File: src/rtl/tqws_pkg.sv
package tqws_pkg;

  localparam int TagWidth        = 16;
  localparam int BurstWidth      = 4;
  localparam int QueueDepthDflt  = 16;
  localparam logic [BurstWidth-1:0] BurstReset = 4'd3;

  typedef enum logic [1:0] {
    CMD_ENQ_NORMAL   = 2'd0,
    CMD_ENQ_PRIORITY = 2'd1,
    CMD_SERVE        = 2'd2
  } command_e;

  typedef enum logic [2:0] {
    ST_ENQUEUED      = 3'd0,
    ST_REJECTED      = 3'd1,
    ST_SERVED_NORMAL = 3'd2,
    ST_SERVED_PRIO   = 3'd3,
    ST_WAITING       = 3'd4
  } status_e;

  typedef struct packed {
    logic [1:0]          command;
    logic [TagWidth-1:0] item_tag;
  } cmd_t;

  typedef struct packed {
    logic [2:0]          status;
    logic [TagWidth-1:0] served_tag;
  } result_t;

  // Per-cell control: shared push/pop plus occupancy of both neighbors.
  typedef struct packed {
    logic push;
    logic pop;
    logic left_valid;
    logic right_valid;
  } cell_ctrl_t;

endpackage

File: src/rtl/tqws_cell.sv
module tqws_cell import tqws_pkg::*; (
  input  logic                clk,
  input  logic                rst,
  input  cell_ctrl_t          ctrl,
  input  logic [TagWidth-1:0] push_tag,
  input  logic [TagWidth-1:0] right_tag,
  output logic                valid,
  output logic [TagWidth-1:0] tag
);

  logic take_push;

  // The first empty cell of the row takes the pushed tag.
  assign take_push = ctrl.push && !valid && ctrl.left_valid;

  always_ff @(posedge clk) begin
    if (rst) begin
      valid <= 1'b0;
    end else if (ctrl.pop) begin
      valid <= ctrl.right_valid;
    end else if (take_push) begin
      valid <= 1'b1;
    end
  end

  // Shift toward the head on pop.
  always_ff @(posedge clk) begin
    if (ctrl.pop) begin
      tag <= right_tag;
    end else if (take_push) begin
      tag <= push_tag;
    end
  end

endmodule

File: src/rtl/tqws_fifo.sv
module tqws_fifo import tqws_pkg::*; #(
  parameter int QUEUE_DEPTH = QueueDepthDflt
) (
  input  logic                clk,
  input  logic                rst,
  input  logic                push,
  input  logic                pop,
  input  logic [TagWidth-1:0] push_tag,
  output logic                empty,
  output logic                full,
  output logic [TagWidth-1:0] head_tag
);

  logic [QUEUE_DEPTH-1:0] valid;
  logic [TagWidth-1:0]    tags [QUEUE_DEPTH];

  for (genvar i = 0; i < QUEUE_DEPTH; i++) begin : g_cell
    cell_ctrl_t          ctrl;
    logic [TagWidth-1:0] right_tag;

    if (i == 0) begin : g_first
      assign ctrl.left_valid = 1'b1;
    end else begin : g_inner_l
      assign ctrl.left_valid = valid[i-1];
    end

    if (i == QUEUE_DEPTH - 1) begin : g_last
      assign ctrl.right_valid = 1'b0;
      assign right_tag        = '0;
    end else begin : g_inner_r
      assign ctrl.right_valid = valid[i+1];
      assign right_tag        = tags[i+1];
    end

    assign ctrl.push = push;
    assign ctrl.pop  = pop;

    tqws_cell u_cell (
      .clk       (clk),
      .rst       (rst),
      .ctrl      (ctrl),
      .push_tag  (push_tag),
      .right_tag (right_tag),
      .valid     (valid[i]),
      .tag       (tags[i])
    );
  end

  assign empty    = !valid[0];
  assign full     = valid[QUEUE_DEPTH-1];
  assign head_tag = tags[0];

endmodule

File: src/rtl/two_queue_weighted_server_top.sv
// Channel   | Handshake       | Payload               | Direction
// ----------+-----------------+-----------------------+----------
// command   | start / busy    | cmd (command,item_tag)| in
// result    | done (strobe)   | result (status,tag)   | out
// config    | cfg_we          | cfg_wdata (burst_limit)| in
//
// Each command's result, with done high, is shown in the cycle after the
// transaction is accepted; the done and result registers lie between. busy
// stays low, so one transaction can be accepted every cycle.
// rst is synchronous: it empties both queues, clears the priority run and
// loads burst_limit with 3. The receiver cannot stall; each result is shown
// for exactly one cycle.
module two_queue_weighted_server_top import tqws_pkg::*; #(
  parameter int QUEUE_DEPTH = QueueDepthDflt
) (
  input  logic                  clk,
  input  logic                  rst,
  input  logic                  start,
  output logic                  busy,
  input  cmd_t                  cmd,
  input  logic                  cfg_we,
  input  logic [BurstWidth-1:0] cfg_wdata,
  output logic                  done,
  output result_t               result
);

  logic                  accept;
  logic [BurstWidth-1:0] burst_limit;
  logic [BurstWidth-1:0] run;
  logic [BurstWidth-1:0] run_next;
  result_t               result_next;

  logic                  n_push, n_pop, n_empty, n_full;
  logic                  p_push, p_pop, p_empty, p_full;
  logic [TagWidth-1:0]   n_head, p_head;
  logic                  prio_first;

  // Every command completes in its own cycle, so never hold off the source.
  assign busy   = 1'b0;
  assign accept = start && !busy;

  // Burst limit register; the user must write it only while idle (not enforced here).
  always_ff @(posedge clk) begin
    if (rst) begin
      burst_limit <= BurstReset;
    end else if (cfg_we) begin
      burst_limit <= cfg_wdata;
    end
  end

  tqws_fifo #(.QUEUE_DEPTH(QUEUE_DEPTH)) u_normal (
    .clk      (clk),
    .rst      (rst),
    .push     (n_push),
    .pop      (n_pop),
    .push_tag (cmd.item_tag),
    .empty    (n_empty),
    .full     (n_full),
    .head_tag (n_head)
  );

  tqws_fifo #(.QUEUE_DEPTH(QUEUE_DEPTH)) u_priority (
    .clk      (clk),
    .rst      (rst),
    .push     (p_push),
    .pop      (p_pop),
    .push_tag (cmd.item_tag),
    .empty    (p_empty),
    .full     (p_full),
    .head_tag (p_head)
  );

  // A run below the limit favors the priority queue; a run at or past the
  // limit (also after the limit is lowered) gives the normal queue a turn.
  assign prio_first = run < burst_limit;

  always_comb begin
    n_push      = 1'b0;
    p_push      = 1'b0;
    n_pop       = 1'b0;
    p_pop       = 1'b0;
    run_next    = run;
    result_next = '{status: ST_REJECTED, served_tag: '0};
    if (accept) begin
      case (command_e'(cmd.command))
        CMD_ENQ_NORMAL: begin
          if (!n_full) begin
            n_push             = 1'b1;
            result_next.status = ST_ENQUEUED;
          end
        end
        CMD_ENQ_PRIORITY: begin
          if (!p_full) begin
            p_push             = 1'b1;
            result_next.status = ST_ENQUEUED;
          end
        end
        CMD_SERVE: begin
          if (prio_first && !p_empty) begin
            p_pop       = 1'b1;
            run_next    = run + 1'b1;
            result_next = '{status: ST_SERVED_PRIO, served_tag: p_head};
          end else if (!n_empty) begin
            n_pop       = 1'b1;
            run_next    = '0;
            result_next = '{status: ST_SERVED_NORMAL, served_tag: n_head};
          end else if (!p_empty) begin
            // Normal queue dry: keep serving priority, run holds.
            p_pop       = 1'b1;
            result_next = '{status: ST_SERVED_PRIO, served_tag: p_head};
          end else begin
            result_next.status = ST_WAITING;
          end
        end
        default: begin
          // Unused command code: reject, no state change.
        end
      endcase
    end
  end

  always_ff @(posedge clk) begin
    if (rst) begin
      run  <= '0;
      done <= 1'b0;
    end else begin
      run  <= run_next;
      done <= accept;
    end
  end

  // Result payload needs no reset; done qualifies it.
  always_ff @(posedge clk) begin
    result <= result_next;
  end

  a_done_follows_accept: assert property (@(posedge clk) disable iff (rst)
    done |-> $past(accept))
    else $error("result strobe without an accepted transaction");

  a_normal_clears_run: assert property (@(posedge clk) disable iff (rst)
    done && result.status == ST_SERVED_NORMAL |-> run == '0)
    else $error("priority run not cleared after a normal serve");

  a_idle_tag_zero: assert property (@(posedge clk) disable iff (rst)
    done && (result.status == ST_WAITING || result.status == ST_ENQUEUED ||
             result.status == ST_REJECTED) |-> result.served_tag == '0)
    else $error("served tag nonzero although nothing was served");

  a_single_pop: assert property (@(posedge clk) disable iff (rst)
    !(n_pop && p_pop) && !(n_push && p_push))
    else $error("both queues moved by one transaction");

endmodule
File: config.mk
export PLATFORM = sky130hd
export DESIGN_NAME = two_queue_weighted_server_top
export DESIGN_NICKNAME = d
export VERILOG_FILES = /design/src/rtl/tqws_pkg.sv /design/src/rtl/tqws_cell.sv /design/src/rtl/tqws_fifo.sv /design/src/rtl/two_queue_weighted_server_top.sv
export SDC_FILE = /design/constraint.sdc
export NUM_CORES = 1
export LEC_CHECK = 0
export BUFFER_PORTS_ARGS = -buffer_cell sky130_fd_sc_hd__buf_2
export CORE_UTILIZATION = 50
export DETAILED_ROUTE_END_ITERATION = 8
export PLACE_DENSITY_LB_ADDON = 0.05
export SYNTH_ARGS = -nofsm -noshare
export SYNTH_HDL_FRONTEND = slang
export SYNTH_HIERARCHICAL = 1
export SYNTH_SLANG_ARGS = --single-unit
File: constraint.sdc
create_clock -name clk -period 5.81 [get_ports clk]
set_input_delay 1.162 -clock clk [delete_from_list [all_inputs] [get_ports clk]]
set_output_delay 1.162 -clock clk [all_outputs]
set_load 0.01 [all_outputs]
==> reports/results.ini <==
[status]
status = completed

[synth]
synth.avg_cell_area_sq_um = 18.8
synth.top_cell.area_share_pct = 59.0
yosysTopAreaCell = edfxtp_1
yosysSeqAreaShare_pct = 63.6
synth.area.top_cells = edfxtp_1 59%, mux2_4 13%, mux2_2 12%
synth_cell_types = 39
async_flop_share_pct = 0
ys_dominant_reg_cell = edfxtp_1
syn_inst = 1388
synth-seq-cells = 572
synth-edff-count = 512
ys_warn_count = 6
syn_area_sq_mm = 0.0261

[floorplanning]
coreArea_sq_mm = 0.0514
ios = 47
die_width_um = 230
rows = 83
die_h_um = 230
die_area_sq_mm = 0.0531
initial_core_util_pct = 50.7

[clock_network]
cts_buffers = 59
cts_hold_buf = 0
htree_levels = 2
cts.sinks = 572
cts_resized = 0
clockBufferDepth = 3
clock_latency_ns = 0.60
root_buffer = clkbuf_16
cts.clk_slew.worst_paths_ns = 0.06
post-cts-setup-buffers = 0
cts_tree = done

[drt]
dr.pass1.iters = 4
wl_met3_mm = 1.26
vias = 11400
routed_wl_mm = 39.9
drc = 0
drt-initial-drc-count = 563
post_drt_wl_per_cell_um = 17.8
viasPerCell = 5.10
drt-met1-wl_mm = 18.8
wl_met2_mm = 18.8
antenna_left = 0
maxUsedRoutingLayer = met4

[place]
portBuffers = 45
hpwl_mm = 22.6
dp_slack_ns = 1.97
place_inst = 2128
gp_congestion = 0.730

[job]
cap_violations = 0

[critical_path]
worst-endpoint-required_ns = 6.16
crit_path_max_incr_delay_ns = 0.79
crit_chain = inv_1 > ha_1 > o211ai_2 > o21ai_4 > nor3b_4 > buf_12 > mux2_2
worst_path_max_delay_cell = nor3b_4
crit_fanout = 107
end_kind = flip-flop
cp.arrival_ns = 3.58
worstSetupPathType = reg -> reg
cp-start-kind = flip-flop

[finish]
multi_input_area_sq_mm = 0.00847
stdcell_count = 2238
fillers = 3972
nNetsFinal = 1539
area_growth_pct = 10.1
regArea_sq_mm = 0.0166
drive_gt1_share_pct = 49.6
antenna_cells = 0

[timing]
min_period_over_period_pct = 55.7
setup_tns_ns = 0
worst_pin_slew_ns = 0.978
min_period_ns = 3.23
hold-worst-slack_ns = 0.453
fmax_mhz = 309
max-slew-margin-rel_pct = 34.8
hold_violations = 0
maxSlewViolCount = 0
setup_ws_ns = 2.58
rsz0062_at_grt = false
clock_skew_ns = 0.0141
finalSetupViolCount = 0

[grt]
grt_overflow_total = 0
grt_pass1_wl_mm = 65.3
track_usage_pct = 15.6
grt_max_degree = 113
grt_pass1_vias = 11900
antenna_found_initial = 0

[power_and_ir_drop]
seqPwrFrac_pct = 51.6
clkPwrFrac_pct = 43.4
p_leak_uw = 0.00973
power_density_mw_per_mm2 = 307
intPower_uw = 7100
switching_power_uw = 1730
comb_power_share_pct = 5.0
netSwitchingFraction_pct = 19.6
ir_worst_vdd_uv = 223

[worst_hold_path]
hold_path.class = reg -> reg

==> worst paths after layout <==
check             cells after the start                              from                           endpoint  slack (ns)
setup / recovery                      7                    burst_limit[3]  u_normal/g_cell[10].u_cell/tag[3]        2.58
hold / removal                        1  u_normal/g_cell[0].u_cell/tag[3]                          result[3]        0.45
setup reg to reg                      7                    burst_limit[3]  u_normal/g_cell[10].u_cell/tag[3]        2.58
hold reg to reg                       1  u_normal/g_cell[0].u_cell/tag[3]                          result[3]        0.45
==> placed cells by master (no fill, tap or decap), drive strengths merged, types with 4 or more instances in the layout <==
cell type | Yosys | layout
edfxtp | 512 | 512
mux2 | 512 | 512
buf | 67 | 96
clkbuf | 1 | 83
dfxtp | 60 | 60
nand2 | 41 | 41
inv | 39 | 39
conb | 5 | 37
nor2 | 36 | 36
a221oi | 32 | 32
o21bai | 32 | 32
clkinv | 0 | 20
a22o | 16 | 16
bufinv | 0 | 6
a21oi | 5 | 5
ha | 4 | 4
==> through the flow <==
step                      area, sq um  power, uW  utilization (%)
after floorplan                 26200       4960                -
after global placement          26700       5080             51.9
after detailed placement        26700       5090             51.9
after CTS                       28700       8950             55.8
after global routing            28700       9140             55.8
final                           28700       8820             55.8
==> per-layer routing <==
layer | track usage (%) | up-vias
met1 | 21.1 | 5567
met4 | 5.38 | 0
met2 | 25.3 | 139
li1 | - | 5643
met5 | 0 | -
met3 | 2.56 | 72
==> critical path, delay by kind of cell (launching register included) <==
kind	cells	cell delay, ns
AND/OR/NAND/NOR	1	0.79
multiplexers	1	0.41
flip-flops	1	0.33
adder cells (fa/ha/maj)	1	0.31
buffers and inverters	2	0.57
AO/OA/AOI/OAI	2	0.42
==> layout make-up <==
type / instances / share of cell area (%)
Clock inverter: 27 / 0.972
Inverter: 39 / 0.510
Clock buffer: 83 / 6.00
Multi-Input combinational cell: 741 / 29.5
Timing Repair Buffer: 96 / 2.29
Sequential cell: 572 / 57.8
Tap cell: 680 / 2.96
==> kinds of logic (layout without fill, tap and decap cells) <==
group / count (synthesis) / in the layout / share of synthesized area (%)
adder cells (fa/ha/maj): 4 / 4 / 0.192
other: 5 / 37 / 0.0720
multiplexers: 515 / 515 / 25.4
AND/OR/NAND/NOR: 90 / 90 / 2.45
flip-flops: 572 / 572 / 63.6
AO/OA/AOI/OAI: 95 / 95 / 3.77
buffers and inverters: 107 / 245 / 4.51
==> flip-flops by register name, summed over array words and instances, names as in the netlist <==
name / count
burst_limit: 4
done: 1
result: 19
run: 4
u_normal/g_cell.u_cell/tag: 256
u_normal/g_cell.u_cell/valid: 16
u_priority/g_cell.u_cell/tag: 256
u_priority/g_cell.u_cell/valid: 16
==> synthesized netlist by cell type, types with 2 or more instances <==
library cell	n
a21oi_1	4
a221oi_2	32
a22o_1	16
buf_12	32
buf_4	2
buf_6	33
conb_1	5
dfxtp_1	60
edfxtp_1	512
ha_1	4
inv_1	39
mux2_2	288
mux2_4	224
mux2i_1	3
nand2_1	41
nand2b_1	2
nor2_1	4
nor2_4	32
nor3_1	2
o21bai_1	32
o32ai_1	3
==> power by group through the flow <==
stage	Clock, uW	Sequential [uW]	Combinational (uW)
final	3830	4550	444
after global routing	4100	4550	487
after CTS	3940	4550	455
after detailed placement	0	4640	450
after global placement	0	4640	439
after floorplan	0	4640	321
Power figures use the tool's default switching activity.
